## src/rtl/brec_pkg.sv

```systemverilog
// ---------------------------------------------------------------------------
// brec_pkg: shared types and constants
// Field widths, register indexes and control structs of the burst-rate
// emission counter.
// ---------------------------------------------------------------------------
`default_nettype none

package brec_pkg;

  // Fixed field widths
  localparam int ELAPSED_W = 20;  // tick time, unsigned fixed point
  localparam int RAND_W    = 16;  // random fraction, Q0.16
  localparam int REG_W     = 32;  // configuration register width
  localparam int CTR_W     = 33;  // signed countdown width
  localparam int CFG_IDX_W = 3;   // register index width

  // Parameter defaults
  localparam int TIME_FRAC_BITS_DEF = 16;
  localparam int COUNT_BITS_DEF     = 16;

  // Register indexes
  typedef enum logic [CFG_IDX_W-1:0] {
    REG_EMISSION_RATE = 3'd0,
    REG_DURATION_MIN  = 3'd1,
    REG_DURATION_MAX  = 3'd2,
    REG_REPEAT_MIN    = 3'd3,
    REG_REPEAT_MAX    = 3'd4,
    REG_START_DELAY   = 3'd5,
    REG_START_ENABLED = 3'd6
  } reg_idx_t;

  // Current register contents
  typedef struct packed {
    logic [REG_W-1:0] emission_rate;
    logic [REG_W-1:0] duration_min;
    logic [REG_W-1:0] duration_max;
    logic [REG_W-1:0] repeat_min;
    logic [REG_W-1:0] repeat_max;
    logic [REG_W-1:0] start_delay;
    logic             start_enabled;
  } cfg_t;

  // State reload strobes that go with a register write
  typedef struct packed {
    logic             burst;
    logic             pause;
    logic             start;
    logic             enable;
    logic [REG_W-1:0] value;
  } load_t;

endpackage

`default_nettype wire

```

## src/rtl/brec_draw.sv

```systemverilog
// ---------------------------------------------------------------------------
// brec_draw: random interval draw
// Returns lo + (hi - lo) * frac, truncated toward lo, for either ordering.
// ---------------------------------------------------------------------------
`default_nettype none

module brec_draw (
  input  wire logic [brec_pkg::REG_W-1:0]  lo,
  input  wire logic [brec_pkg::REG_W-1:0]  hi,
  input  wire logic [brec_pkg::RAND_W-1:0] frac,
  output      logic [brec_pkg::REG_W-1:0]  value
);

  localparam int PROD_W = brec_pkg::REG_W + brec_pkg::RAND_W;

  logic                       hi_ge;
  logic [brec_pkg::REG_W-1:0] span;
  logic [PROD_W-1:0]          prod;
  logic [brec_pkg::REG_W-1:0] step;

  // One 32x16 multiply, then offset from lo toward hi
  always_comb begin
    hi_ge = (hi >= lo);
    span  = hi_ge ? (hi - lo) : (lo - hi);
    prod  = PROD_W'(span) * PROD_W'(frac);
    step  = prod[PROD_W-1:brec_pkg::RAND_W];
    value = hi_ge ? (lo + step) : (lo - step);
  end

endmodule

`default_nettype wire

```

## config.mk

```make
export PLATFORM = sky130hd
export DESIGN_NAME = brec_draw
export DESIGN_NICKNAME = d
export VERILOG_FILES = /design/src/rtl/brec_pkg.sv /design/src/rtl/brec_draw.sv
export SDC_FILE = /design/constraint.sdc
export NUM_CORES = 1
export LEC_CHECK = 0
export ABC_AREA = 1
export BUFFER_PORTS_ARGS = -buffer_cell sky130_fd_sc_hd__buf_4
export CELL_PAD_IN_SITES_DETAIL_PLACEMENT = 1
export CELL_PAD_IN_SITES_GLOBAL_PLACEMENT = 2
export CORE_MARGIN = 2
export CORE_UTILIZATION = 38
export DETAILED_ROUTE_END_ITERATION = 10
export PLACE_DENSITY_LB_ADDON = 0.1
export SETUP_SLACK_MARGIN = 0.1
export SYNTH_ARGS = -nofsm -noshare
export SYNTH_HDL_FRONTEND = slang
export SYNTH_SLANG_ARGS = --single-unit
```

## constraint.sdc

```tcl
create_clock -name vclk -period 21
set_input_delay 5.25 -clock vclk [all_inputs]
set_output_delay 5.25 -clock vclk [all_outputs]
set_load 0.05 [all_outputs]
```

Yosys cells after proc, flatten, opt, wreduce, memory -nomap -nowiden:

Cells that the tools add are included.

* bits in registers: 0
* input port bits: 80
* logic and storage cells: 8

* add/sub/neg operators: 4
* multiplexer cells: 2
* $mul: 1
* magnitude comparators: 1

Operators by type and width (count)
* $sub A32 B32 Y32: 3
* $mux W32: 2
* $mul A32 B16 Y48: 1
* $add A32 B32 Y32: 1
* $ge A32 B32 Y1: 1

Depth between registers and ports, before layout:

* depth after elaboration: 5
* mapped depth: 63
* depth with buffers taken out: 62

Least setup slack after synthesis:

No wires, ideal clock.

* path type: input -> output
* start point: input hi[0] (netlist name)
* end point: output value[29] (netlist name)
* arrival: 15.363 ns
* cell stages on the path: 52
* required time: 15.750 ns
* buffers on the path: 1
* path slack: 0.387 ns
* cells stage by stage: inv_1 -> ha_1 -> inv_1 -> fa_1 -> nand3_1 -> nand2_1 -> nand2_1 -> nand2_2 -> nand2_2 -> nand3_2 -> nand2_2 -> nand2_4 -> clkbuf_1 -> mux2i_1 -> xor2_1 -> clkinv_1 -> nand2_1 -> fa_1 -> (+16 left out) -> nand3_1 -> nor2_1 -> inv_1 -> o21ai_0 -> xor2_1 -> inv_1 -> ha_1 -> nand2_1 -> nor3_1 -> a21o_1 -> a21oi_1 -> o21ai_1 -> a21oi_1 -> o21ai_0 -> a21boi_1 -> o21a_1 -> o31ai_1 -> xor2_1

* word-level cells in the longest chain between the ends: 5
* elaborated cells on any way between the ends: 8
* those cells by class: 4 x add/sub; 1 x mul; 1 x order compare; 2 x mux

RTL lines
* start, declared: line brec_draw.sv:9 `input wire logic [brec_pkg::REG_W-1:0] hi,`
* $sub A32 B32 Y32 / $ge A32 B32 Y1 (equally long branches): line brec_draw.sv:24, brec_draw.sv:23
* $mux W32: line brec_draw.sv:24 `span = hi_ge ? (hi - lo) : (lo - hi);`
* $mul A32 B16 Y48: line brec_draw.sv:25 `prod = PROD_W'(span) * PROD_W'(frac);`
* $sub A32 B32 Y32 / $add A32 B32 Y32 (equally long branches): line brec_draw.sv:27 `value = hi_ge ? (lo + step) : (lo - step);`
* $mux W32 (*): line brec_draw.sv:27
* end, declared: line brec_draw.sv:11 `output logic [brec_pkg::REG_W-1:0] value`

Mark *: on every way between the ends. The rest lies on a longest branch, timed or not.

Worst setup path after layout:

* start point: input lo[25] (netlist name)
* end point: output value[29] (netlist name)

* word-level cells in the longest chain between the ends: 5
* elaborated cells on any way between the ends: 8
* those cells by class: 4 x add/sub; 1 x mul; 1 x order compare; 2 x mux

RTL lines
* start, declared: line brec_draw.sv:8 `input wire logic [brec_pkg::REG_W-1:0] lo,`
* $sub A32 B32 Y32 / $ge A32 B32 Y1 (equally long branches): line brec_draw.sv:24, brec_draw.sv:23
* $mux W32: line brec_draw.sv:24
* $mul A32 B16 Y48: line brec_draw.sv:25
* $sub A32 B32 Y32 / $add A32 B32 Y32 (equally long branches): line brec_draw.sv:27
* $mux W32 (*): line brec_draw.sv:27

Marks and branches as above.

==> out/results.md <==
| Metric | Reported | Unit |
| --- | --- | --- |
| Outcome | completed | - |
| GR Layer Usage met2 | 0.586 | - |
| Most frequently used cell type in the post-synthesis netlist | inv_1 | - |
| Largest net degree at the start of global routing | 32 | - |
| Filler instances | 7469 | - |
| Kind of path behind the tightest hold check | in2out | - |
| Critical Setup Path Class | in2out | - |
| Place WS | -0.916 | ns |
| Count of synthesis-stage warnings from yosys | 0 | - |
| Largest area contributor in the synthesized netlist | fa_1 | - |
| ANT nets after route | 0 | - |
| Area added between synthesis and finish | 44.0 | % |
| Initial standard-cell utilization of the core | 0.386 | - |
| Hpwl dp | 85.3 | mm |
| Final critical-path share of the clock period | 0.989 | - |
| Unrepaired setup endpoints after global routing | yes | - |
| Number of design rule violations left after detail routing | 0 | - |
| Antenna violations before repair | 2 | - |
| Cell total after placement | 4758 | - |
| Horiz. Die Dim | 249 | microns |
| Number of rows in the core area | 89 | - |
| Min Hold Slack | 10.99 | ns |
| Setup crit end kind | output pin | - |
| Core utilization of the finished layout | 0.555 | - |
| Post-Synthesis Cell Area | 22800 | sq um |
| Combined flip-flop and latch cell area | 0 | sq um |
| Period minus WS final | 20.76 | ns |
| Net count after synthesis | 3989 | - |
| I/O Buffers | 112 | - |
| Max Slew Vio Count | 0 | - |
| Wire length of the first global-routing pass | 152 | mm |
| Average wire per standard cell | 20.7 | microns |
| Fraction of final layout cells sized beyond drive strength 1 | 0.340 | - |
| Number of distinct library cells after synthesis | 52 | - |
| Met3 global-route usage | 0.0352 | - |
| Number of instances in the synthesized netlist | 3275 | - |
| Number of hold violations in the final report | 0 | - |
| Number of global-route vias before repair | 27789 | - |
| Wirelength, routed | 100 | mm |
| Sequential-to-total area share from yosys stat | 0 | - |
| Std-Cell Core Area | 59100 | sq um |
| CP max-delay cell | fa_1 | - |
| Fmax | 48.2 | MHz |
| GRT Residual Overflow | 0 | - |
| Vias per cell | 5.08 | - |
| Met1 Usage GRT | 0.367 | - |
| Arrival time worst endpoint | 15.51 | ns |
| Average cell area after synthesis | 6.96 | sq um |
| CP most frequent cell | buf_4 | - |
| Final WS setup | 0.236 | ns |
| Count of non-filler cells in the finished layout | 4852 | - |
| Ant diodes | 0 | - |
| Yosys top cell area share | 0.369 | - |
| Slew @ Worst Pin | 0.815 | ns |
| Global router's overall resource usage | 0.314 | - |
| Total number of sequential cells | 0 | - |
| Delay of the slowest cell on the worst path | 0.57 | ns |
| Clock buffers | 0 | - |
| Max transition margin | 0.456 | - |
| Area of the multi-input gates | 21800 | sq um |
| Top Ports | 112 | - |
| Drt first pass iters | 5 | - |
| Weighted congestion reported at the end of routability-driven placement | 0.969 | - |
| Data required time at the worst endpoint | 15.75 | ns |
| First-iteration detailed-routing DRC count | 1068 | - |
| Layer with the highest usage | met2 | - |
| Vert. Die Dim | 249 | microns |
| Critical path fanouts, max | 20 | - |
| Via total after detailed routing | 24641 | - |
| Total number of nets in the final design | 4795 | - |
| Max Cap Viol | 0 | - |
| Top post-synthesis cells by count | inv_1, nand2_1, fa_1, nor2_1, ha_1 | - |
| Number of failing setup endpoints in the final timing report | 0 | - |
| Critical path startpoint category | input pin | - |
| Cell types occupying the most area after synthesis | fa_1, inv_1, nand2_1 | - |
| Area enclosed by the die boundary | 62000 | sq um |
## final cells by class
cell class	count	area share
multi-input cells	2363	0.663
repair buffers	894	0.212
inverters	822	0.0955
well taps	773	0.0295
## worst paths after layout
path,from,end,slack [ns],cells after the start
setup / recovery,lo[25],value[29],0.24,59
hold / removal,lo[0],value[0],10.99,3
## layer usage
layer  part of all wire  up-vias
met5            0.00027        -
met4              0.049        4
li1                   -    11374
met3              0.043      229
met2               0.52      611
met1               0.39    12423
## cell usage in the layout (no fill, tap or decap), drive strengths merged
master | Yosys | final
a211oi | 4 | 4
a21boi | 5 | 5
a21o | 11 | 11
a21oi | 182 | 182
a221oi | 7 | 7
a311oi | 2 | 2
a31oi | 28 | 28
and2 | 1 | 1
and3 | 1 | 1
buf | 15 | 894
clkinv | 12 | 9
clkinvlp | 0 | 1
fa | 420 | 420
ha | 214 | 214
inv | 810 | 812
mux2i | 2 | 2
nand2 | 763 | 763
nand3 | 67 | 67
nand3b | 12 | 12
nand4 | 18 | 18
nor2 | 341 | 341
nor3 | 16 | 16
nor4 | 9 | 9
o2111ai | 3 | 3
o211ai | 12 | 12
o21a | 15 | 15
o21ai | 103 | 103
o21bai | 6 | 6
o221a | 1 | 1
o221ai | 5 | 5
o31ai | 2 | 2
xnor2 | 30 | 30
xor2 | 83 | 83
## per-stage QoR
stage | setup TNS [ns] | cell area [sq um]
2_1_floorplan | 0 | 22800
5_1_grt | -0.666 | 32800
4_1_cts | 0 | 30500
3_3_place_gp | -3.89 | 29500
3_5_place_dp | -6.23 | 29500
6_report | 0 | 32800
## kinds of logic (layout without fill, tap and decap cells)
| group | after synthesis | in the layout | share of synthesized area |
|---|---|---|---|
| AO/OA/AOI/OAI | 386 | 386 | 0.0967 |
| XOR/XNOR | 113 | 113 | 0.0441 |
| adder cells (fa/ha/maj) | 634 | 634 | 0.486 |
| buffers and inverters | 912 | 1716 | 0.151 |
| multiplexers | 2 | 2 | 0.000878 |
| AND/OR/NAND/NOR | 1228 | 1228 | 0.221 |
## worst max-delay path: cells and delay by family
| family | cells | cell delay [ns] |
|---|---|---|
| AOI/OAI and AO/OA | 12 | 2.08 |
| xor gates and xnor gates | 2 | 0.33 |
| adders and majority gates | 9 | 4.07 |
| and+or+nand+nor | 13 | 1.36 |
| buffers and inverters | 23 | 2.40 |
## what timing repair did
item                       CTS  global route
resized for setup          207           434
setup endpoints to repair   15            15
pin swaps                   75           175
buffers inserted            32            62
hold buffers                 0             0
Power is left out: the tool's default activity adds up to more than one toggle a clock period on the data nets, which glitch-free logic cannot reach.
