## src/rtl/brec_pkg.sv

```systemverilog
// ---------------------------------------------------------------------------
// brec_pkg: shared types and constants
// Field widths, register indexes and control structs of the burst-rate
// emission counter.
// ---------------------------------------------------------------------------
`default_nettype none

package brec_pkg;

  // Fixed field widths
  localparam int ELAPSED_W = 20;  // tick time, unsigned fixed point
  localparam int RAND_W    = 16;  // random fraction, Q0.16
  localparam int REG_W     = 32;  // configuration register width
  localparam int CTR_W     = 33;  // signed countdown width
  localparam int CFG_IDX_W = 3;   // register index width

  // Parameter defaults
  localparam int TIME_FRAC_BITS_DEF = 16;
  localparam int COUNT_BITS_DEF     = 16;

  // Register indexes
  typedef enum logic [CFG_IDX_W-1:0] {
    REG_EMISSION_RATE = 3'd0,
    REG_DURATION_MIN  = 3'd1,
    REG_DURATION_MAX  = 3'd2,
    REG_REPEAT_MIN    = 3'd3,
    REG_REPEAT_MAX    = 3'd4,
    REG_START_DELAY   = 3'd5,
    REG_START_ENABLED = 3'd6
  } reg_idx_t;

  // Current register contents
  typedef struct packed {
    logic [REG_W-1:0] emission_rate;
    logic [REG_W-1:0] duration_min;
    logic [REG_W-1:0] duration_max;
    logic [REG_W-1:0] repeat_min;
    logic [REG_W-1:0] repeat_max;
    logic [REG_W-1:0] start_delay;
    logic             start_enabled;
  } cfg_t;

  // State reload strobes that go with a register write
  typedef struct packed {
    logic             burst;
    logic             pause;
    logic             start;
    logic             enable;
    logic [REG_W-1:0] value;
  } load_t;

endpackage

`default_nettype wire

```

## src/rtl/brec_cfg_if.sv

```systemverilog
// ---------------------------------------------------------------------------
// brec_cfg_if: configuration write channel
// Valid/ready channel carrying a register index and write data.
// ---------------------------------------------------------------------------
`default_nettype none

interface brec_cfg_if;
  logic                          valid;
  logic                          ready;
  logic [brec_pkg::CFG_IDX_W-1:0] index;
  logic [brec_pkg::REG_W-1:0]     data;

  modport source (output valid, output index, output data, input ready);
  modport sink   (input valid, input index, input data, output ready);
endinterface

`default_nettype wire

```

## src/rtl/brec_cfg_regs.sv

```systemverilog
// ---------------------------------------------------------------------------
// brec_cfg_regs: configuration register file
// Holds the seven registers and raises reload strobes for the countdowns.
// ---------------------------------------------------------------------------
`default_nettype none

module brec_cfg_regs (
  input  wire logic          clk,
  input  wire logic          rst,
  brec_cfg_if.sink           cfg,
  output brec_pkg::cfg_t     regs,
  output brec_pkg::load_t    load
);

  logic wr;

  assign cfg.ready = 1'b1;
  assign wr        = cfg.valid;

  // Register writes; unknown indexes are dropped
  always_ff @(posedge clk) begin
    if (rst) begin
      regs.emission_rate <= '0;
      regs.duration_min  <= '0;
      regs.duration_max  <= '0;
      regs.repeat_min    <= '0;
      regs.repeat_max    <= '0;
      regs.start_delay   <= '0;
      regs.start_enabled <= 1'b1;
    end else if (wr) begin
      case (brec_pkg::reg_idx_t'(cfg.index))
        brec_pkg::REG_EMISSION_RATE: regs.emission_rate <= cfg.data;
        brec_pkg::REG_DURATION_MIN:  regs.duration_min  <= cfg.data;
        brec_pkg::REG_DURATION_MAX:  regs.duration_max  <= cfg.data;
        brec_pkg::REG_REPEAT_MIN:    regs.repeat_min    <= cfg.data;
        brec_pkg::REG_REPEAT_MAX:    regs.repeat_max    <= cfg.data;
        brec_pkg::REG_START_DELAY:   regs.start_delay   <= cfg.data;
        brec_pkg::REG_START_ENABLED: regs.start_enabled <= cfg.data[0];
        default: ;
      endcase
    end
  end

  // Reload strobes, same cycle as the write
  always_comb begin
    load.burst  = wr && (cfg.index == brec_pkg::REG_DURATION_MIN);
    load.pause  = wr && (cfg.index == brec_pkg::REG_REPEAT_MIN);
    load.start  = wr && (cfg.index == brec_pkg::REG_START_DELAY);
    load.enable = wr && (cfg.index == brec_pkg::REG_START_ENABLED);
    load.value  = cfg.data;
  end

endmodule

`default_nettype wire

```

## src/flat_wrapper.sv

```systemverilog
// flat-port wrapper written by rule: the top's interface ports become plain ports
module brec_cfg_regs_flat 
  (clk, rst, regs, load, cfg_valid, cfg_index, cfg_data, cfg_ready);
  brec_cfg_if cfg_i ();
  input  wire logic clk;
  input  wire logic rst;
  output brec_pkg::cfg_t regs;
  output brec_pkg::load_t load;
  input wire logic [$bits(cfg_i.valid)-1:0] cfg_valid;
  input wire logic [$bits(cfg_i.index)-1:0] cfg_index;
  input wire logic [$bits(cfg_i.data)-1:0] cfg_data;
  output wire logic [$bits(cfg_i.ready)-1:0] cfg_ready;
  assign cfg_i.valid = cfg_valid;
  assign cfg_i.index = cfg_index;
  assign cfg_i.data = cfg_data;
  assign cfg_ready = cfg_i.ready;
  brec_cfg_regs u_core (.clk(clk), .rst(rst), .cfg(cfg_i), .regs(regs), .load(load));
endmodule
```

## config.mk

```make
export PLATFORM = sky130hd
export DESIGN_NAME = brec_cfg_regs_flat
export DESIGN_NICKNAME = d
export VERILOG_FILES = /design/src/rtl/brec_pkg.sv /design/src/rtl/brec_cfg_if.sv /design/src/rtl/brec_cfg_regs.sv /design/src/flat_wrapper.sv
export SDC_FILE = /design/constraint.sdc
export NUM_CORES = 1
export LEC_CHECK = 0
export BUFFER_PORTS_ARGS = -buffer_cell sky130_fd_sc_hd__buf_2
export CAP_MARGIN = 25
export CORE_AREA = 2 2 142 130
export CTS_CLUSTER_DIAMETER = 150
export DETAILED_ROUTE_END_ITERATION = 12
export DIE_AREA = 0 0 144 132
export GPL_TIMING_DRIVEN = 0
export MAX_ROUTING_LAYER = met4
export PLACE_DENSITY_LB_ADDON = 0.25
export SYNTH_ARGS = -nofsm -noshare
export SYNTH_HDL_FRONTEND = slang
export SYNTH_SLANG_ARGS = --single-unit
```

## constraint.sdc

```tcl
create_clock -name clk -period 3.82 [get_ports clk]
set_clock_uncertainty 0.2 [all_clocks]
set_input_delay 0.955 -clock clk [delete_from_list [all_inputs] [get_ports clk]]
set_output_delay 0.955 -clock clk [all_outputs]
set_load 0.1 [all_outputs]
```

# Word level (Yosys, flattened, before mapping)
# Cells that the tools add are included.
# Widths: inputs -> output; s select.
op_classes:
  n_eq_ne: 6
  reduce_logical: 12
op_table:
  columns: ["cell", "count"]
  rows:
  - ["$reduce_and 2->1", 7]
  - ["$eq 3x3->1 const B", 3]
  - ["$eq 3x2->1 const B", 2]
  - ["$logic_and 1x1->1", 4]
  - ["$eq 3x1->1 const B", 1]
  - ["$logic_not 3->1", 1]
totals:
  output_inout_bits: 230
  reg_bits: 193
  word_cells: 25

# Depth between registers and ports, before layout
# Gate-level depths: netlist of the first run.
logic_depth:
  depth_word: 2
  ltp_mapped: 5
  depth_no_buf: 3

# Worst setup path after synthesis of the first run
# OpenSTA, ideal clock, no wires.
synth_timing:
  path_kind: "in2out"
  from: "in cfg_index[1]"
  to: "out load[35] (netlist name)"
  slack_ps: 538
  path_buffers: 2
  arrival_ps: 2127
  t_required_ps: 2665
  stages: 4
  path_cell_list: "nand4bb_1 > clkbuf_1 > buf_2 > inv_1"
synth_lines:
  columns: ["item", "line", "text"]
  rows:
  - ["start: declaration", "flat_wrapper.sv:10", "input wire logic [$bits(cfg_i.index)-1:0] cfg_index;"]
  - ["end: declaration", "flat_wrapper.sv:8", "output brec_pkg::load_t load;"]

==> impl_summary.txt, run 1 <==
----------------------------------------------------
[Routing]
  Final wirelength ... 21.23 mm
  Detailed-routing iteration count for the pre-antenna-repair pass ... 4
  Post-detailed-route wirelength per cell ... 17.11 µm
  Final ANT Viol Nets ... 0
  Post-route DRC violation count ... 0
  Total via count in the routed design ... 5765
  Initial DRC count ... 149
  Vias/cell ... 4.645

[Placement]
  Port bufs ... 265
  Gp weighted congestion ... 0.8031
  Final HPWL from detailed placement ... 15.41 mm

[Synthesis]
  Post-synthesis net count ... 742
  Compound-gate portion of the synthesized area ... 0
  Arithmetic-cell share of the synthesized area counting full adders, half adders and majority gates ... 0
  Post-synthesis share of cell area spent on and, or, nand and nor gates ... 0.1919
  Cell count after synthesis ... 704
  Xor/xnor cell area share of the yosys netlist ... 0
  Fraction of synthesized cell area taken by the top area cell type ... 0.4960
  Proportion of synthesized area in mux cells ... 0.2480
  Synthesized cell area ... 7790 µm²
  Warnings from Yosys ... 0
  Largest family of logic cells by synthesized area ... multiplexers
  Sequential element share of the synthesized area ... 0.4960
  Area leader, netlist ... sky130_fd_sc_hd__dfxtp_1
  Register bit total from synthesis ... 193
  Netlist cell types ... 17
  Mean instance size in the synthesized netlist ... 11.07 µm²
  Largest cells by area after synthesis ... sky130_fd_sc_hd__dfxtp_1, sky130_fd_sc_hd__mux2i_1, sky130_fd_sc_hd__nand2b_1

[Timing]
  Rel. slew slack ... 0.6358
  Actual slew at the worst max-slew pin ... 0.5463 ns
  Max Clk Rate ... 0.2690 GHz
  Fin Setup TNS ... 0 ns
  Hold Fails Final Rpt ... 0
  RSZ-0062 raised after global routing ... false
  Final worst path period share ... 0.9733
  Count of endpoints failing setup in the final report ... 0
  Final critical delay including setup and external delays ... 3.718 ns
  Max-slew violation count ... 0

[Pwr]
  Power per unit of standard cell area ... 460.8 nW/µm²
  Peak supply drop ... 0.0002915 V
  Static leakage ... 5.426 nW
  Post-layout total power ... 0.004601 W

[GRT]
  Global-route track usage on met2 ... 0.3696
  Number of antenna violations at the first check in global routing ... 0
  Vias in the first global route ... 5749
  First-pass GRT wire length ... 32.54 mm
  Grt met1 use ... 0.2945
  Largest net degree at the start of global routing ... 17
  Layer carrying the most global-route usage ... met2
  Overall Global Routing Usage ... 0.2286
  Total gr overflow ... 0
  Fraction of met3 tracks used by global routing ... 0.04214

[Finish]
  Filler cell count in the final layout ... 1586
  Syn-to-layout area delta ... 28.17%
  Post-layout util ... 0.5725
  Number of nets in the final layout ... 1027
  Share of layout cells above drive strength 1 ... 0.3516
  Antenna diode count ... 0
  Largest registers ... u_core.regs: 193 flops
  Largest register FFs ... 193
  Largest reg by FF count ... u_core.regs

[Setup path]
  Kind of capture point of the worst setup path ... output port
  Critical path's slowest cell ... sky130_fd_sc_hd__buf_2
  Startpoint class of the critical path ... primary input
  Worst-case register-to-register setup slack ... 2.95 ns
  Top cell family by delay on the critical path ... buffers and inverters
  Crit Path Class ... in -> out
  Data arrival time of the critical path ... 2.56 ns
  Cell occurring most often along the worst timing path ... sky130_fd_sc_hd__buf_2
  CP bufs+invs ... 5
  Data required, critical path ... 2.66 ns
  Highest net fanout along the worst path ... 10
  Series of cell instances along the critical path ... buf_2 -> nand4b_1 -> buf_2 -> inv_4 -> buf_2 -> buf_2
  Delay of the slowest cell on the worst path ... 0.50 ns

[Floorplan]
  Boundary pin count ... 268
  Height of the chip ... 132 µm
  Die Outline Area ... 19010 µm²
  Width of the die ... 144 µm
  Core region area ... 17440 µm²
  Site row count ... 46
  Initial Utilization ... 0.4467

[Clock network]
  Clk_lat worst skew ... 0.42 ns
  TritonCTS clock tree ... built
  TritonCTS buffer count ... 17
  H-tree depth ... 4
  Root buffer cell ... sky130_fd_sc_hd__clkbuf_16
  Hold_buf cts ... 0
  Post_cts resized ... 0
  Clock transition at the registers of the reported paths ... 0.07 ns
  Setup Fix Bufs, Post-CTS ... 0
  Worst-case clock buffer depth ... 2
  CTS Sinks ... 193

[Status]
  Run status ... finished clean

[Min path]
  Classification of the worst-slack hold path ... reg -> reg

[Run]
  Max-capacitance violation count ... 0

----------------------------------------------------
## power by group
part           switching, W  internal (W)
registers         0.0000218       0.00206
clock network      0.000787      0.000933
logic              0.000634      0.000168
total               0.00144       0.00316
## synthesized netlist by cell type
master	count
sky130_fd_sc_hd__nand2b_1	224
sky130_fd_sc_hd__dfxtp_1	193
sky130_fd_sc_hd__mux2i_1	193
sky130_fd_sc_hd__buf_4	35
sky130_fd_sc_hd__clkbuf_1	27
sky130_fd_sc_hd__buf_2	15
sky130_fd_sc_hd__nand4bb_1	3
sky130_fd_sc_hd__buf_6	2
sky130_fd_sc_hd__inv_1	2
sky130_fd_sc_hd__nand4b_1	2
sky130_fd_sc_hd__nor2_1	2
sky130_fd_sc_hd__and4b_1	1
sky130_fd_sc_hd__buf_12	1
sky130_fd_sc_hd__conb_1	1
sky130_fd_sc_hd__inv_4	1
sky130_fd_sc_hd__nor4b_2	1
sky130_fd_sc_hd__or4b_1	1
## cell families (layout without fill, tap and decap cells)
kind of cell  after synthesis  after routing
simple gates              234            234
mux                       193            193
flops                     193            193
buf+inv                    83            380
other cells                 1              1
## area by class of cell
cell class	count	area (µm²)	share of cell area
Sequential cell	193	3864	0.3870
Multi-Input combinational cell	428	3431	0.3436
Timing Repair Buffer	266	1334	0.1336
Buffer	80	481.7	0.04825
Clock buffer	19	452.9	0.04536
Tap cell	240	300.3	0.03008
Clock inverter	12	107.6	0.01078
Inverter	3	13.76	0.001378
## worst min-delay path, delay by kind of cell, from the launching register on
kind | cells | cell delay, ns
flops | 1 | 0.31
mux | 1 | 0.06
simple gates | 1 | 0.06
## cells in the final DEF (no fill, tap or decap)
master / count
sky130_fd_sc_hd__nand4bb_1: 3
sky130_fd_sc_hd__buf_6: 2
sky130_fd_sc_hd__buf_4: 36
sky130_fd_sc_hd__nand2b_1: 224
sky130_fd_sc_hd__conb_1: 1
sky130_fd_sc_hd__nand4b_1: 2
sky130_fd_sc_hd__inv_1: 2
sky130_fd_sc_hd__or4b_1: 1
sky130_fd_sc_hd__inv_6: 3
sky130_fd_sc_hd__clkinvlp_4: 3
sky130_fd_sc_hd__buf_2: 280
sky130_fd_sc_hd__inv_4: 1
sky130_fd_sc_hd__clkinv_4: 1
sky130_fd_sc_hd__dfxtp_1: 193
sky130_fd_sc_hd__nor4b_2: 1
sky130_fd_sc_hd__nor2_1: 2
sky130_fd_sc_hd__clkbuf_1: 27
sky130_fd_sc_hd__and4b_1: 1
sky130_fd_sc_hd__mux2i_1: 193
sky130_fd_sc_hd__bufinv_16: 1
sky130_fd_sc_hd__clkinv_2: 4
sky130_fd_sc_hd__buf_12: 1
sky130_fd_sc_hd__clkbuf_8: 2
sky130_fd_sc_hd__clkbuf_16: 17
## path summary, 6_finish.rpt
| path | start | endpoint | depth (start not counted) |
|---|---|---|---|
| max reg2reg | u_core.regs[110] | u_core.regs[110] | 2 |
| min reg2reg | u_core.regs[11] | u_core.regs[11] | 2 |
| max | cfg_index[1] | load[33] | 6 |
| min | u_core.regs[11] | u_core.regs[11] | 2 |
## per-stage QoR
stage / instance area [µm²] / hold WS, ns / instances / setup slack [ns]
final: 9985 / 0.2711 / 1241 / 0.1019
after global routing: 9985 / 0.2877 / 1241 / 0.03865
after CTS: 9977 / 0.2749 / 1240 / 0.08795
after detailed placement: 9417 / 0.2589 / 1209 / 0.08732
after global placement: 9417 / 0.2554 / 1209 / 0.09987
after floorplan: 7790 / 0.7161 / 704 / 0.5381
## metal layers
layer	wire length, µm	vias to the layer above
li1	-	2854
met1	10030	2743
met2	10020	150
met3	854	18
met4	335	0
met5	0	-
No activity file was read; power rests on OpenSTA's default activity.
==> run 2: changes to the inputs <==
- CORE_AREA: 2 2 142 130 -> 2 2 129 143
- DIE_AREA: 0 0 144 132 -> 0 0 131 145
==> run 2 against run 1 <==
Effect of this change: setup slack gained 0.034 ns; total power grew 0.17%; critical path depth is the same; combinational power is essentially flat; first-iteration DRC count grew 40%; utilization shrank 0.36 points; global-route usage shrank 0.37 points; routed wire length shrank 2.3%; clock power is essentially flat; critical path type unchanged.
==> impl_summary.txt, run 2 (synthesized netlist as in run 1, its figures left out) <==
----------------------------------------------------
[Setup path]
  Series of cell instances along the critical path ... buf_2 -> nand4b_1 -> buf_2 -> inv_4 -> buf_2 -> buf_2
  Data required, critical path ... 2.66 ns
  Data arrival time of the critical path ... 2.53 ns
  Worst-case register-to-register setup slack ... 3.00 ns
  Delay of the slowest cell on the worst path ... 0.50 ns
  Highest net fanout along the worst path ... 10
  Worst reg2reg path startpoint ... u_core.regs[175]
  Kind of capture point of the worst setup path ... output port
  Cell occurring most often along the worst timing path ... sky130_fd_sc_hd__buf_2
  Crit Path Class ... in -> out
  Startpoint class of the critical path ... primary input
  Worst Setup SP ... cfg_index[1]
  Critical path's slowest cell ... sky130_fd_sc_hd__buf_2

[Clock network]
  Worst-case clock buffer depth ... 2
  Clock transition at the registers of the reported paths ... 0.07 ns
  Setup Fix Bufs, Post-CTS ... 0
  H-tree depth ... 4
  CTS Sinks ... 193
  Clk_lat worst skew ... 0.44 ns
  Root buffer cell ... sky130_fd_sc_hd__clkbuf_16
  Post_cts resized ... 0
  TritonCTS buffer count ... 17
  Hold_buf cts ... 0
  TritonCTS clock tree ... built

[Run]
  Max-capacitance violation count ... 0

[Finish]
  Antenna diode count ... 0
  Largest reg by FF count ... u_core.regs
  Filler cell count in the final layout ... 1580
  Most frequent cells in the layout ... sky130_fd_sc_hd__buf_2, sky130_fd_sc_hd__nand2b_1, sky130_fd_sc_hd__mux2i_1, sky130_fd_sc_hd__dfxtp_1, sky130_fd_sc_hd__buf_4
  Syn-to-layout area delta ... 28.17%
  Share of layout cells above drive strength 1 ... 0.3516
  Commonest non-fill, non-tap cell in the layout ... sky130_fd_sc_hd__buf_2
  Largest registers ... u_core.regs: 193 flops
  Final instance area ... 9985 µm²
  Number of nets in the final layout ... 1026
  Largest register FFs ... 193

[Placement]
  Gp weighted congestion ... 0.8039
  Port bufs ... 265
  Standard cell area after detailed placement ... 9414 µm²
  Final HPWL from detailed placement ... 15.07 mm

[Timing]
  Hold Fails Final Rpt ... 0
  Final critical delay including setup and external delays ... 3.684 ns
  Rel. slew slack ... 0.3969
  Count of endpoints failing setup in the final report ... 0
  Final worst path period share ... 0.9643
  Fin Setup TNS ... 0 ns
  RSZ-0062 raised after global routing ... false
  Max Clk Rate ... 0.2715 GHz
  Actual slew at the worst max-slew pin ... 0.9023 ns
  Max-slew violation count ... 0

[Pwr]
  Static leakage ... 5.433 nW
  Peak supply drop ... 0.0003281 V
  Power share of the clock group ... 0.376
  Sw Share ... 0.3235
  Portion of total power attributed to sequential cells ... 0.451
  Power per unit of standard cell area ... 461.6 nW/µm²
  Combinational fraction of design power ... 0.173
  Power dissipated by switching net loads ... 0.001491 W
  Internal power component ... 0.003118 W
  Post-layout total power ... 0.004608 W

[GRT]
  Number of antenna violations at the first check in global routing ... 0
  Largest net degree at the start of global routing ... 19
  Vias in the first global route ... 5562
  Grt met1 use ... 0.2772
  Overall Global Routing Usage ... 0.2249
  Total gr overflow ... 0
  Global-route track usage on met2 ... 0.3606
  First-pass GRT wire length ... 31.58 mm
  Fraction of met3 tracks used by global routing ... 0.05900
  Layer carrying the most global-route usage ... met2

[Floorplan]
  Core region area ... 17550 µm²
  Initial Utilization ... 0.4439
  Boundary pin count ... 268
  Site row count ... 51
  Width of the die ... 131 µm
  Height of the chip ... 145 µm
  Die Outline Area ... 19000 µm²

[Min path]
  Hold path start ... u_core.regs[180]
  Classification of the worst-slack hold path ... reg -> reg

[Routing]
  Vias/cell ... 4.675
  Detailed-routing iteration count for the pre-antenna-repair pass ... 4
  Initial DRC count ... 209
  Total via count in the routed design ... 5792
  Post-route DRC violation count ... 0
  Final ANT Viol Nets ... 0
  Final wirelength ... 20.74 mm
  Post-detailed-route wirelength per cell ... 16.74 µm

[Status]
  Run status ... finished clean

----------------------------------------------------
run 2: power groups by stage:
stage               clock network [W]  registers [W]  logic, W
finish                        0.00173        0.00208  0.000799
global route                  0.00184        0.00208  0.000830
CTS                           0.00177        0.00208  0.000806
detailed placement                  0        0.00212  0.000804
global placement                    0        0.00212  0.000802
floorplan                           0        0.00244  0.000331
run 2: area by class of cell:
type,instances,area (µm²),area share
Timing Repair Buffer,265,1326,0.1328
Clock buffer,19,452.9,0.04536
Buffer,80,481.7,0.04825
Tap cell,238,297.8,0.02982
Clock inverter,13,117.6,0.01178
Inverter,3,13.76,0.001378
Sequential cell,193,3864,0.3870
Multi-Input combinational cell,428,3431,0.3436
run 2: worst max-delay path, delay by kind of cell:
family	cells	cell delay (ns)
buffers and inverters	5	1.39
AND/OR/NAND/NOR	1	0.17
run 2: path summary, 6_finish.rpt:
| path | end | cells after the start |
|---|---|---|
| setup / recovery | load[33] | 6 |
| hold / removal | u_core.regs[180] | 2 |
| setup reg to reg | u_core.regs[175] | 2 |
| hold reg to reg | u_core.regs[180] | 2 |
run 2: through the flow:
stage	cells	util	hold slack, ns	setup WS, ns
CTS	1239	0.5690	0.2738	0.1219
detailed placement	1207	0.5365	0.2585	0.1157
global placement	1207	0.5365	0.2536	0.1243
finish	1239	0.5690	0.2710	0.1364
global route	1239	0.5690	0.2817	0.02514
floorplan	704	-	0.7161	0.5381
run 2: metal layers:
metal	part of all wire	routed length, µm
met5	0	0
met1	0.44	9153
met4	0.016	332
met2	0.48	9932
met3	0.064	1318
