--- src/rtl/brec_pkg.sv ---
// ---------------------------------------------------------------------------
// brec_pkg: shared types and constants
// Field widths, register indexes and control structs of the burst-rate
// emission counter.
// ---------------------------------------------------------------------------
`default_nettype none

package brec_pkg;

  // Fixed field widths
  localparam int ELAPSED_W = 20;  // tick time, unsigned fixed point
  localparam int RAND_W    = 16;  // random fraction, Q0.16
  localparam int REG_W     = 32;  // configuration register width
  localparam int CTR_W     = 33;  // signed countdown width
  localparam int CFG_IDX_W = 3;   // register index width

  // Parameter defaults
  localparam int TIME_FRAC_BITS_DEF = 16;
  localparam int COUNT_BITS_DEF     = 16;

  // Register indexes
  typedef enum logic [CFG_IDX_W-1:0] {
    REG_EMISSION_RATE = 3'd0,
    REG_DURATION_MIN  = 3'd1,
    REG_DURATION_MAX  = 3'd2,
    REG_REPEAT_MIN    = 3'd3,
    REG_REPEAT_MAX    = 3'd4,
    REG_START_DELAY   = 3'd5,
    REG_START_ENABLED = 3'd6
  } reg_idx_t;

  // Current register contents
  typedef struct packed {
    logic [REG_W-1:0] emission_rate;
    logic [REG_W-1:0] duration_min;
    logic [REG_W-1:0] duration_max;
    logic [REG_W-1:0] repeat_min;
    logic [REG_W-1:0] repeat_max;
    logic [REG_W-1:0] start_delay;
    logic             start_enabled;
  } cfg_t;

  // State reload strobes that go with a register write
  typedef struct packed {
    logic             burst;
    logic             pause;
    logic             start;
    logic             enable;
    logic [REG_W-1:0] value;
  } load_t;

endpackage

`default_nettype wire

--- src/rtl/brec_tick_if.sv ---
// ---------------------------------------------------------------------------
// brec_tick_if: tick input channel
// Valid/ready channel carrying elapsed time and a random fraction.
// ---------------------------------------------------------------------------
`default_nettype none

interface brec_tick_if;
  logic                          valid;
  logic                          ready;
  logic [brec_pkg::ELAPSED_W-1:0] elapsed;
  logic [brec_pkg::RAND_W-1:0]    rand_frac;

  modport source (output valid, output elapsed, output rand_frac, input ready);
  modport sink   (input valid, input elapsed, input rand_frac, output ready);
endinterface

`default_nettype wire

--- src/rtl/brec_result_if.sv ---
// ---------------------------------------------------------------------------
// brec_result_if: result output channel
// Valid/ready channel carrying the emit count and the enabled state.
// ---------------------------------------------------------------------------
`default_nettype none

interface brec_result_if #(
  parameter int COUNT_BITS = brec_pkg::COUNT_BITS_DEF
);
  logic                  valid;
  logic                  ready;
  logic [COUNT_BITS-1:0] emit_count;
  logic                  now_enabled;

  modport source (output valid, output emit_count, output now_enabled, input ready);
  modport sink   (input valid, input emit_count, input now_enabled, output ready);
endinterface

`default_nettype wire

--- src/rtl/brec_engine.sv ---
// ---------------------------------------------------------------------------
// brec_engine: tick processing pipeline
// Input register, combinational rate accumulate and burst, pause and start
// countdown update, result register.
// ---------------------------------------------------------------------------
`default_nettype none

module brec_engine #(
  parameter int TIME_FRAC_BITS = brec_pkg::TIME_FRAC_BITS_DEF,
  parameter int COUNT_BITS     = brec_pkg::COUNT_BITS_DEF
) (
  input  wire logic                        clk,
  input  wire logic                        rst,
  brec_tick_if.sink                        tick,
  brec_result_if.source                    result,
  input  wire brec_pkg::cfg_t              regs,
  input  wire brec_pkg::load_t             load,
  input  wire logic [brec_pkg::REG_W-1:0]  burst_draw,
  input  wire logic [brec_pkg::REG_W-1:0]  pause_draw,
  output      logic [brec_pkg::RAND_W-1:0] frac_cur
);

  localparam int PROD_W  = brec_pkg::REG_W + brec_pkg::ELAPSED_W;
  localparam int SUM_W   = PROD_W - TIME_FRAC_BITS + 1;
  localparam int EXT_W   = 64;

  // Input stage
  logic                            in_valid;
  logic [brec_pkg::ELAPSED_W-1:0]  elapsed_q;
  logic [brec_pkg::RAND_W-1:0]     frac_q;

  // Result stage
  logic                  out_valid;
  logic [COUNT_BITS-1:0] emit_count_q;
  logic                  now_enabled_q;

  // Tick state
  logic                            enabled_flag, enabled_flag_next;
  logic [TIME_FRAC_BITS-1:0]       fraction_left, fraction_left_next;
  logic signed [brec_pkg::CTR_W-1:0] burst_left, burst_left_next;
  logic signed [brec_pkg::CTR_W-1:0] pause_left, pause_left_next;
  logic signed [brec_pkg::CTR_W-1:0] start_left, start_left_next;
  logic [COUNT_BITS-1:0]           count_next;

  logic                            fire;
  logic [PROD_W-1:0]               prod;
  logic [SUM_W-1:0]                sum;
  logic [EXT_W-1:0]                whole_ext;
  logic signed [brec_pkg::CTR_W-1:0] el_s;
  logic signed [brec_pkg::CTR_W-1:0] burst_dec, pause_dec, start_dec;

  assign fire         = in_valid && (!out_valid || result.ready);
  assign tick.ready   = !in_valid || fire;
  assign frac_cur     = frac_q;

  assign result.valid       = out_valid;
  assign result.emit_count  = emit_count_q;
  assign result.now_enabled = now_enabled_q;

  // Rate accumulate and countdown update for the tick in the input stage
  always_comb begin
    prod      = PROD_W'(regs.emission_rate) * PROD_W'(elapsed_q);
    sum       = SUM_W'(prod >> TIME_FRAC_BITS) + SUM_W'(fraction_left);
    whole_ext = EXT_W'(sum[SUM_W-1:TIME_FRAC_BITS]);
    el_s      = $signed(brec_pkg::CTR_W'(elapsed_q));
    burst_dec = burst_left - el_s;
    pause_dec = pause_left - el_s;
    start_dec = start_left - el_s;

    enabled_flag_next  = enabled_flag;
    fraction_left_next = fraction_left;
    burst_left_next    = burst_left;
    pause_left_next    = pause_left;
    start_left_next    = start_left;
    count_next         = '0;

    if (enabled_flag) begin
      fraction_left_next = sum[TIME_FRAC_BITS-1:0];
      // saturate whole part at the count width
      if (|whole_ext[EXT_W-1:COUNT_BITS]) begin
        count_next = '1;
      end else begin
        count_next = whole_ext[COUNT_BITS-1:0];
      end
      if (regs.duration_max != '0) begin
        burst_left_next = burst_dec;
        if (burst_dec <= 0) begin
          enabled_flag_next = 1'b0;
          pause_left_next   = $signed(brec_pkg::CTR_W'(pause_draw));
        end
      end
    end else begin
      // pause countdown
      if (regs.repeat_max != '0) begin
        pause_left_next = pause_dec;
        if (pause_dec <= 0) begin
          enabled_flag_next = 1'b1;
          burst_left_next   = $signed(brec_pkg::CTR_W'(burst_draw));
        end
      end
      // start countdown
      if (start_left != 0) begin
        start_left_next = start_dec;
        if (start_dec <= 0) begin
          enabled_flag_next = 1'b1;
          burst_left_next   = $signed(brec_pkg::CTR_W'(burst_draw));
          start_left_next   = '0;
        end
      end
    end
  end

  // Control and tick state
  always_ff @(posedge clk) begin
    if (rst) begin
      in_valid      <= 1'b0;
      out_valid     <= 1'b0;
      enabled_flag  <= 1'b1;
      fraction_left <= '0;
      burst_left    <= '0;
      pause_left    <= '0;
      start_left    <= '0;
    end else begin
      if (tick.valid && tick.ready) begin
        in_valid <= 1'b1;
      end else if (fire) begin
        in_valid <= 1'b0;
      end

      if (fire) begin
        out_valid <= 1'b1;
      end else if (result.ready) begin
        out_valid <= 1'b0;
      end

      if (fire) begin
        fraction_left <= fraction_left_next;
      end

      // register writes reload the matching state, otherwise a tick updates it
      if (load.burst) begin
        burst_left <= $signed(brec_pkg::CTR_W'(load.value));
      end else if (fire) begin
        burst_left <= burst_left_next;
      end
      if (load.pause) begin
        pause_left <= $signed(brec_pkg::CTR_W'(load.value));
      end else if (fire) begin
        pause_left <= pause_left_next;
      end
      if (load.start) begin
        start_left <= $signed(brec_pkg::CTR_W'(load.value));
      end else if (fire) begin
        start_left <= start_left_next;
      end
      if (load.enable) begin
        enabled_flag <= load.value[0];
      end else if (fire) begin
        enabled_flag <= enabled_flag_next;
      end
    end
  end

  // Payload registers
  always_ff @(posedge clk) begin
    if (tick.valid && tick.ready) begin
      elapsed_q <= tick.elapsed;
      frac_q    <= tick.rand_frac;
    end
    if (fire) begin
      emit_count_q  <= count_next;
      now_enabled_q <= enabled_flag_next;
    end
  end

endmodule

`default_nettype wire

--- src/flat_wrapper.sv ---
// flat-port wrapper written by rule: the top's interface ports become plain ports
module brec_engine_flat 
#(
  parameter int TIME_FRAC_BITS = brec_pkg::TIME_FRAC_BITS_DEF,
  parameter int COUNT_BITS     = brec_pkg::COUNT_BITS_DEF
)
  (clk, rst, regs, load, burst_draw, pause_draw, frac_cur, tick_valid, tick_elapsed, tick_rand_frac, tick_ready, result_valid, result_emit_count, result_now_enabled, result_ready);
  brec_tick_if tick_i ();
  brec_result_if #(.COUNT_BITS(COUNT_BITS)) result_i ();
  input  wire logic clk;
  input  wire logic rst;
  input  wire brec_pkg::cfg_t regs;
  input  wire brec_pkg::load_t load;
  input  wire logic [brec_pkg::REG_W-1:0] burst_draw;
  input  wire logic [brec_pkg::REG_W-1:0] pause_draw;
  output      logic [brec_pkg::RAND_W-1:0] frac_cur;
  input wire logic [$bits(tick_i.valid)-1:0] tick_valid;
  input wire logic [$bits(tick_i.elapsed)-1:0] tick_elapsed;
  input wire logic [$bits(tick_i.rand_frac)-1:0] tick_rand_frac;
  output wire logic [$bits(tick_i.ready)-1:0] tick_ready;
  output wire logic [$bits(result_i.valid)-1:0] result_valid;
  output wire logic [$bits(result_i.emit_count)-1:0] result_emit_count;
  output wire logic [$bits(result_i.now_enabled)-1:0] result_now_enabled;
  input wire logic [$bits(result_i.ready)-1:0] result_ready;
  assign tick_i.valid = tick_valid;
  assign tick_i.elapsed = tick_elapsed;
  assign tick_i.rand_frac = tick_rand_frac;
  assign tick_ready = tick_i.ready;
  assign result_valid = result_i.valid;
  assign result_emit_count = result_i.emit_count;
  assign result_now_enabled = result_i.now_enabled;
  assign result_i.ready = result_ready;
  brec_engine #(.TIME_FRAC_BITS(TIME_FRAC_BITS), .COUNT_BITS(COUNT_BITS)) u_core (.clk(clk), .rst(rst), .tick(tick_i), .result(result_i), .regs(regs), .load(load), .burst_draw(burst_draw), .pause_draw(pause_draw), .frac_cur(frac_cur));
endmodule
--- config.mk ---
export PLATFORM = sky130hd
export DESIGN_NAME = brec_engine_flat
export DESIGN_NICKNAME = d
export VERILOG_FILES = /design/src/rtl/brec_pkg.sv /design/src/rtl/brec_tick_if.sv /design/src/rtl/brec_result_if.sv /design/src/rtl/brec_engine.sv /design/src/flat_wrapper.sv
export SDC_FILE = /design/constraint.sdc
export NUM_CORES = 2
export LEC_CHECK = 0
export ABC_AREA = 1
export BUFFER_PORTS_ARGS = -buffer_cell sky130_fd_sc_hd__buf_4
export CELL_PAD_IN_SITES_DETAIL_PLACEMENT = 0
export CELL_PAD_IN_SITES_GLOBAL_PLACEMENT = 2
export CORE_UTILIZATION = 35
export DETAILED_ROUTE_END_ITERATION = 16
export HOLD_SLACK_MARGIN = 0.15
export PLACE_DENSITY = 0.83
export SETUP_SLACK_MARGIN = 0.15
export SYNTH_ARGS = -nofsm -noshare
export SYNTH_HDL_FRONTEND = slang
export SYNTH_SLANG_ARGS = --single-unit
--- constraint.sdc ---
create_clock -name clk -period 13.4 [get_ports clk]
set_input_delay 2.68 -clock clk [delete_from_list [all_inputs] [get_ports clk]]
set_output_delay 2.68 -clock clk [all_outputs]
set_load 0.02 [all_outputs]
* After elaboration in Yosys (flattened, before gate mapping)
Cells that the tools add are included.
Word-level totals: bits in registers 171, input port bits 333, output and inout port bits 35, word-level logic and storage cells 91
Cells by class: $add $sub $neg 4, multiply operators 1, order comparisons 3, equality and inequality tests 6, mux-type cells 33, bitwise gates (word level) 1, reduce and logical (&&, ||, !) cells 29
Operators with widths (count):
- 33-bit 2-to-1 mux | 11
- 32-bit 2-to-1 mux | 8
- 33-bit by 1-bit <= comparator with 1-bit output, second input constant | 3
- 33-bit by 21-bit subtractor with 33-bit output | 3
- 32-bit nonzero test | 2
- 32-bit by 20-bit multiplier with 52-bit output | 1
- 36-bit by 16-bit adder with 37-bit output | 1
- 33-bit nonzero test | 1
- 16-bit 2-to-1 mux | 1
- 2-bit nonzero test | 8
- 1-bit 2-to-1 mux | 13
- 3-bit inequality test, second input constant | 3
- 4-bit AND reduction | 2
- 2-bit inequality test, second input constant | 3
- 2-bit AND reduction | 3
- 3-bit AND reduction | 2
- 2-bit OR reduction | 3
- 5-bit OR reduction | 1
- 3-bit nonzero test | 1
- 1-bit logical AND | 2
- 1-bit zero test | 2
- 1-bit logical OR | 2
- 1-bit inverter | 1

* Longest topological paths before layout
depth after elaboration 9, mapped depth 46, gate-level depth less buffers 43

* Least setup slack after synthesis
OpenSTA, ideal clock, no wires.
path type input-to-reg, start input port regs[171] in the netlist's numbering, end register u_core.emit_count_q[13], in the netlist u_core.result.emit_count[13], data pin, setup time 249 ps, arrival 9903 ps, data required time 13151 ps, path slack 3247 ps, cell stages on the path 35, path through clkbuf_1 > nand2_1 > fa_1 > fa_1 > fa_1 > fa_1 > inv_1 > fa_1 > fa_1 > fa_1 > ha_1 > nand2_1 > inv_1 > a21oi_1 > inv_1 > nor2_1 > nand2_2 > xor2_1 > ha_1 > fa_1 > nand3_1 > nand3b_1 > a31oi_1 > o21ai_0 > a31oi_1 > nor2_4 > nand2_4 > nor2_4 > nand3_1 > nand3_4 > nor2_8 > buf_12 > nand3_1 > nand2_1 > inv_1
Between the ends: cells in the longest elaborated chain, start to end 4
RTL lines:
- start, declared | line flat_wrapper.sv:12 | input wire brec_pkg::cfg_t regs;
- 32-bit by 20-bit multiplier with 52-bit output (*) | line brec_engine.sv:62 | prod = PROD_W'(regs.emission_rate) * PROD_W'(elapsed_q);
- 36-bit by 16-bit adder with 37-bit output (*) | line brec_engine.sv:63 | sum = SUM_W'(prod >> TIME_FRAC_BITS) + SUM_W'(fraction_left);
- 5-bit OR reduction | line brec_engine.sv:80 | if (|whole_ext[EXT_W-1:COUNT_BITS]) begin
- 16-bit 2-to-1 mux (*) | line brec_engine.sv:80
- end signal, assigned | line brec_engine.sv:171 | emit_count_q <= count_next;
- end, declared | line brec_engine.sv:34 | logic [COUNT_BITS-1:0] emit_count_q;
Mark *: on every way between the ends. The rest lies on a longest branch, timed or not. A chain may end at the register's enable or synchronous reset.

* Worst setup path after layout
start input port regs[168] in the netlist's numbering, end register u_core.emit_count_q[3], in the netlist u_core.result.emit_count[3], data pin
The elaborated chain is that of the path after synthesis.

==> results.md <==
- Outcome: finished clean
- Overall die height: 331.4 um
- Kind of start point of the critical path: input port
- Iteration-0 DRC Markers: 2473
- Cell at the slowest stage of the critical path: sky130_fd_sc_hd__fa_1
- Initial antenna violation count: 1
- Post-Syn Area: 37980 sq um
- Synth async-reset ratio: 0
- HPWL Detailed: 107100 um
- Global routing usage summed across all routing layers: 0.2529
- Tightest Hold Check Type: reg2reg
- CTS Root Cell: sky130_fd_sc_hd__clkbuf_16
- Synthesis-to-layout area growth: 9.934%
- Delay of the slowest critical-path stage: 0.57 ns
- Maximum count of clock buffers along a single path: 2
- Area share of the largest cell type after synthesis: 0.2841
- CTS tree: done
- Total DRC errors in the routed layout: 0
- Synthesis Warnings: 0
- Slew headroom: 0.3490
- Vias in the first global route: 35.83k
- Clock sink count: 171
- TritonCTS Buffers: 17
- Maximum frequency from static timing analysis: 91.76 MHz
- Number of nets in the finished design: 6957
- Summed negative setup slack over all endpoints: 0 ns
- Clock slew at the register clock pins of the worst setup and hold paths: 0.08 ns
- Overflow left after global routing: 0
- CTS hold repair buffers: 0
- Final weighted congestion of routability-driven global placement: 0.9167
- Cell type with the highest aggregate area in the netlist: sky130_fd_sc_hd__fa_1
- Max-slew violation count: 0
- Biggest area contributors in the synthesized netlist: sky130_fd_sc_hd__fa_1, sky130_fd_sc_hd__nand2_1, sky130_fd_sc_hd__inv_1, sky130_fd_sc_hd__ha_1, sky130_fd_sc_hd__dfxtp_1
- Routed wire length per instance: 18.81 um
- Synth Instances: 5747
- Post-cts resize count: 0
- Number of flops mapped to enable cells by yosys: 53
- Fraction of final layout cells sized beyond drive strength 1: 0.07097
- CP arrival: 11.17 ns
- Slew at the pin closest to its max-slew limit: 0.9755 ns
- Type of element capturing the critical path: register
- DR vias: 35.31k
- Final hold violations: 0
- Post CTS Setup Buffer Count: 0
- Pre-Repair DR Iteration Count: 5
- Cell variety after synth: 50
- Total Routed Length: 136700 um
- # Max-Cap Violations: 0
- Port Buffer Count: 270
- I/O pin count: 368
- Start-to-end type of the worst setup path: in2reg
- Source-to-sink clock delay at the later pin of the worst-skew pair: 0.56 ns
- Worst Hold Margin: 0.4754 ns
- Via density per instance: 4.860
- Count of nets left with antenna violations after detail routing: 0
- Starting Density: 0.3537
- Maximum number of pins on one net before global-route repair: 65
- Crit-path max FO: 20
- Number of storage elements in the synthesis netlist: 171
- Sequential cell area fraction in the yosys report: 0.1041
- Area of the placeable core: 107400 sq um
- H-tree levels: 4
- Number of nets in the synthesized netlist: 6855
- Wire length of the first global-routing pass: 212900 um
- Dominant register cell in the synthesized netlist: sky130_fd_sc_hd__dfxtp_1
- DIE AREA: 109800 sq um
- Final period util: 0.8133
- Number of rows in the core area: 120
- Maximum clock skew at final layout: 0.05743 ns
- Number of endpoints failing setup at the final stage: 0
- Unrepaired setup endpoints after global routing: no
- Synthesized area per cell: 6.608 sq um
- Chip width: 331.4 um
- Most used cell, CP: sky130_fd_sc_hd__inv_1
- Required time at the worst-slack endpoint: 13.67 ns
- Min Clock Period, post-route: 10.90 ns
## critical path, delay by kind of cell
kind / cells / cell delay [ns]
adder cells (fa/ha/maj): 9 / 4.38
XOR/XNOR: 1 / 0.22
AND/OR/NAND/NOR: 15 / 1.99
AO/OA/AOI/OAI: 4 / 1.07
buffers and inverters: 9 / 0.81
## cell families (layout without fill, tap and decap cells)
family | count (synthesis) | after routing | synth area share
other | 0 | 1 | 0
AO/OA/AOI/OAI | 450 | 450 | 0.06510
flip-flops | 171 | 171 | 0.1041
XOR/XNOR | 93 | 93 | 0.02145
AND/OR/NAND/NOR | 2588 | 2588 | 0.2809
adder cells (fa/ha/maj) | 775 | 775 | 0.3619
buffers and inverters | 1670 | 1785 | 0.1666
## state kept, by name, summed over array words and instances, names as in the netlist, 16 cells and up
| register | cells |
|---|---|
| u_core.fraction_left | 16 |
| u_core.frac_cur | 16 |
| u_core.elapsed_q | 20 |
| u_core.result.emit_count | 16 |
| u_core.start_left | 33 |
| u_core.pause_left | 33 |
| u_core.burst_left | 33 |
## cell usage after synthesis (27+ instances only)
cell type and number:
sky130_fd_sc_hd__a21oi_1 233, sky130_fd_sc_hd__nor2_1 318, sky130_fd_sc_hd__nand3_1 265, sky130_fd_sc_hd__dfxtp_1 118, sky130_fd_sc_hd__o21ai_0 100, sky130_fd_sc_hd__inv_1 1441
sky130_fd_sc_hd__nand2_1 1805, sky130_fd_sc_hd__nand4_1 48, sky130_fd_sc_hd__xor2_1 53, sky130_fd_sc_hd__ha_1 236, sky130_fd_sc_hd__fa_1 539, sky130_fd_sc_hd__clkbuf_1 198
sky130_fd_sc_hd__a31oi_1 40, sky130_fd_sc_hd__xnor2_1 40, sky130_fd_sc_hd__nor4_1 27, sky130_fd_sc_hd__nor3_1 34, sky130_fd_sc_hd__edfxtp_1 53
## layout make-up
type / count / area [sq um]
sequential: 171 / 3955
tap: 1403 / 1755
timing repair buffer: 306 / 2297
inverter: 1447 / 5431
fill: 11740 / 65610
clock buffer: 18 / 450.4
clock inverter: 14 / 148.9
multi-input combinational: 3906 / 27710
antenna: 1 / 2.502
## worst paths after layout
kind	slack (ns)	endpoint	start	cells after the start
setup reg to reg	4.09	u_core.result.emit_count[3]	u_core.elapsed_q[11]	38
setup / recovery	2.50	u_core.result.emit_count[3]	regs[168]	38
hold / removal	0.48	u_core.fraction_left[10]	u_core.fraction_left[10]	2
hold reg to reg	0.48	u_core.fraction_left[10]	u_core.fraction_left[10]	2
## metal layers
metal,track usage,share of wire
met1,0.3589,0.48
met2,0.4161,0.46
met3,0.02894,0.050
met4,0.04493,0.015
met5,0,0
## placed cells by master, fill, tap and decap left out, types with 6 or more instances in the layout
cell,n
sky130_fd_sc_hd__or2_2,8
sky130_fd_sc_hd__nand3_2,12
sky130_fd_sc_hd__nor2_2,6
sky130_fd_sc_hd__inv_1,1440
sky130_fd_sc_hd__and2_1,6
sky130_fd_sc_hd__inv_2,7
sky130_fd_sc_hd__a31oi_1,40
sky130_fd_sc_hd__buf_4,306
sky130_fd_sc_hd__nand4_1,48
sky130_fd_sc_hd__o21ai_1,6
sky130_fd_sc_hd__o21ai_0,100
sky130_fd_sc_hd__ha_1,236
sky130_fd_sc_hd__a21oi_1,233
sky130_fd_sc_hd__o211ai_1,10
sky130_fd_sc_hd__nand3_1,265
sky130_fd_sc_hd__o21bai_1,21
sky130_fd_sc_hd__o22ai_1,21
sky130_fd_sc_hd__nor2_1,316
sky130_fd_sc_hd__dfxtp_1,117
sky130_fd_sc_hd__clkbuf_16,18
sky130_fd_sc_hd__nand2_2,25
sky130_fd_sc_hd__fa_1,539
sky130_fd_sc_hd__nand3b_1,13
sky130_fd_sc_hd__nand2_1,1805
sky130_fd_sc_hd__nor4_1,27
sky130_fd_sc_hd__xor2_1,53
sky130_fd_sc_hd__nor2_4,8
sky130_fd_sc_hd__nor3_1,34
sky130_fd_sc_hd__edfxtp_1,53
sky130_fd_sc_hd__xnor2_1,40
## through the flow
| stage | util | instances | cell area (sq um) | setup WS (ns) |
|---|---|---|---|---|
| after floorplan | - | 5747 | 37980 | 3.247 |
| after global placement | 0.3833 | 7233 | 41150 | 2.054 |
| after detailed placement | 0.3833 | 7233 | 41150 | 2.031 |
| after CTS | 0.3889 | 7265 | 41750 | 2.561 |
| after global routing | 0.3889 | 7266 | 41750 | 2.085 |
| final | 0.3889 | 7266 | 41750 | 2.502 |
Power is left out: the tool's default activity adds up to more than one toggle a clock period on the data nets, which glitch-free logic cannot reach.
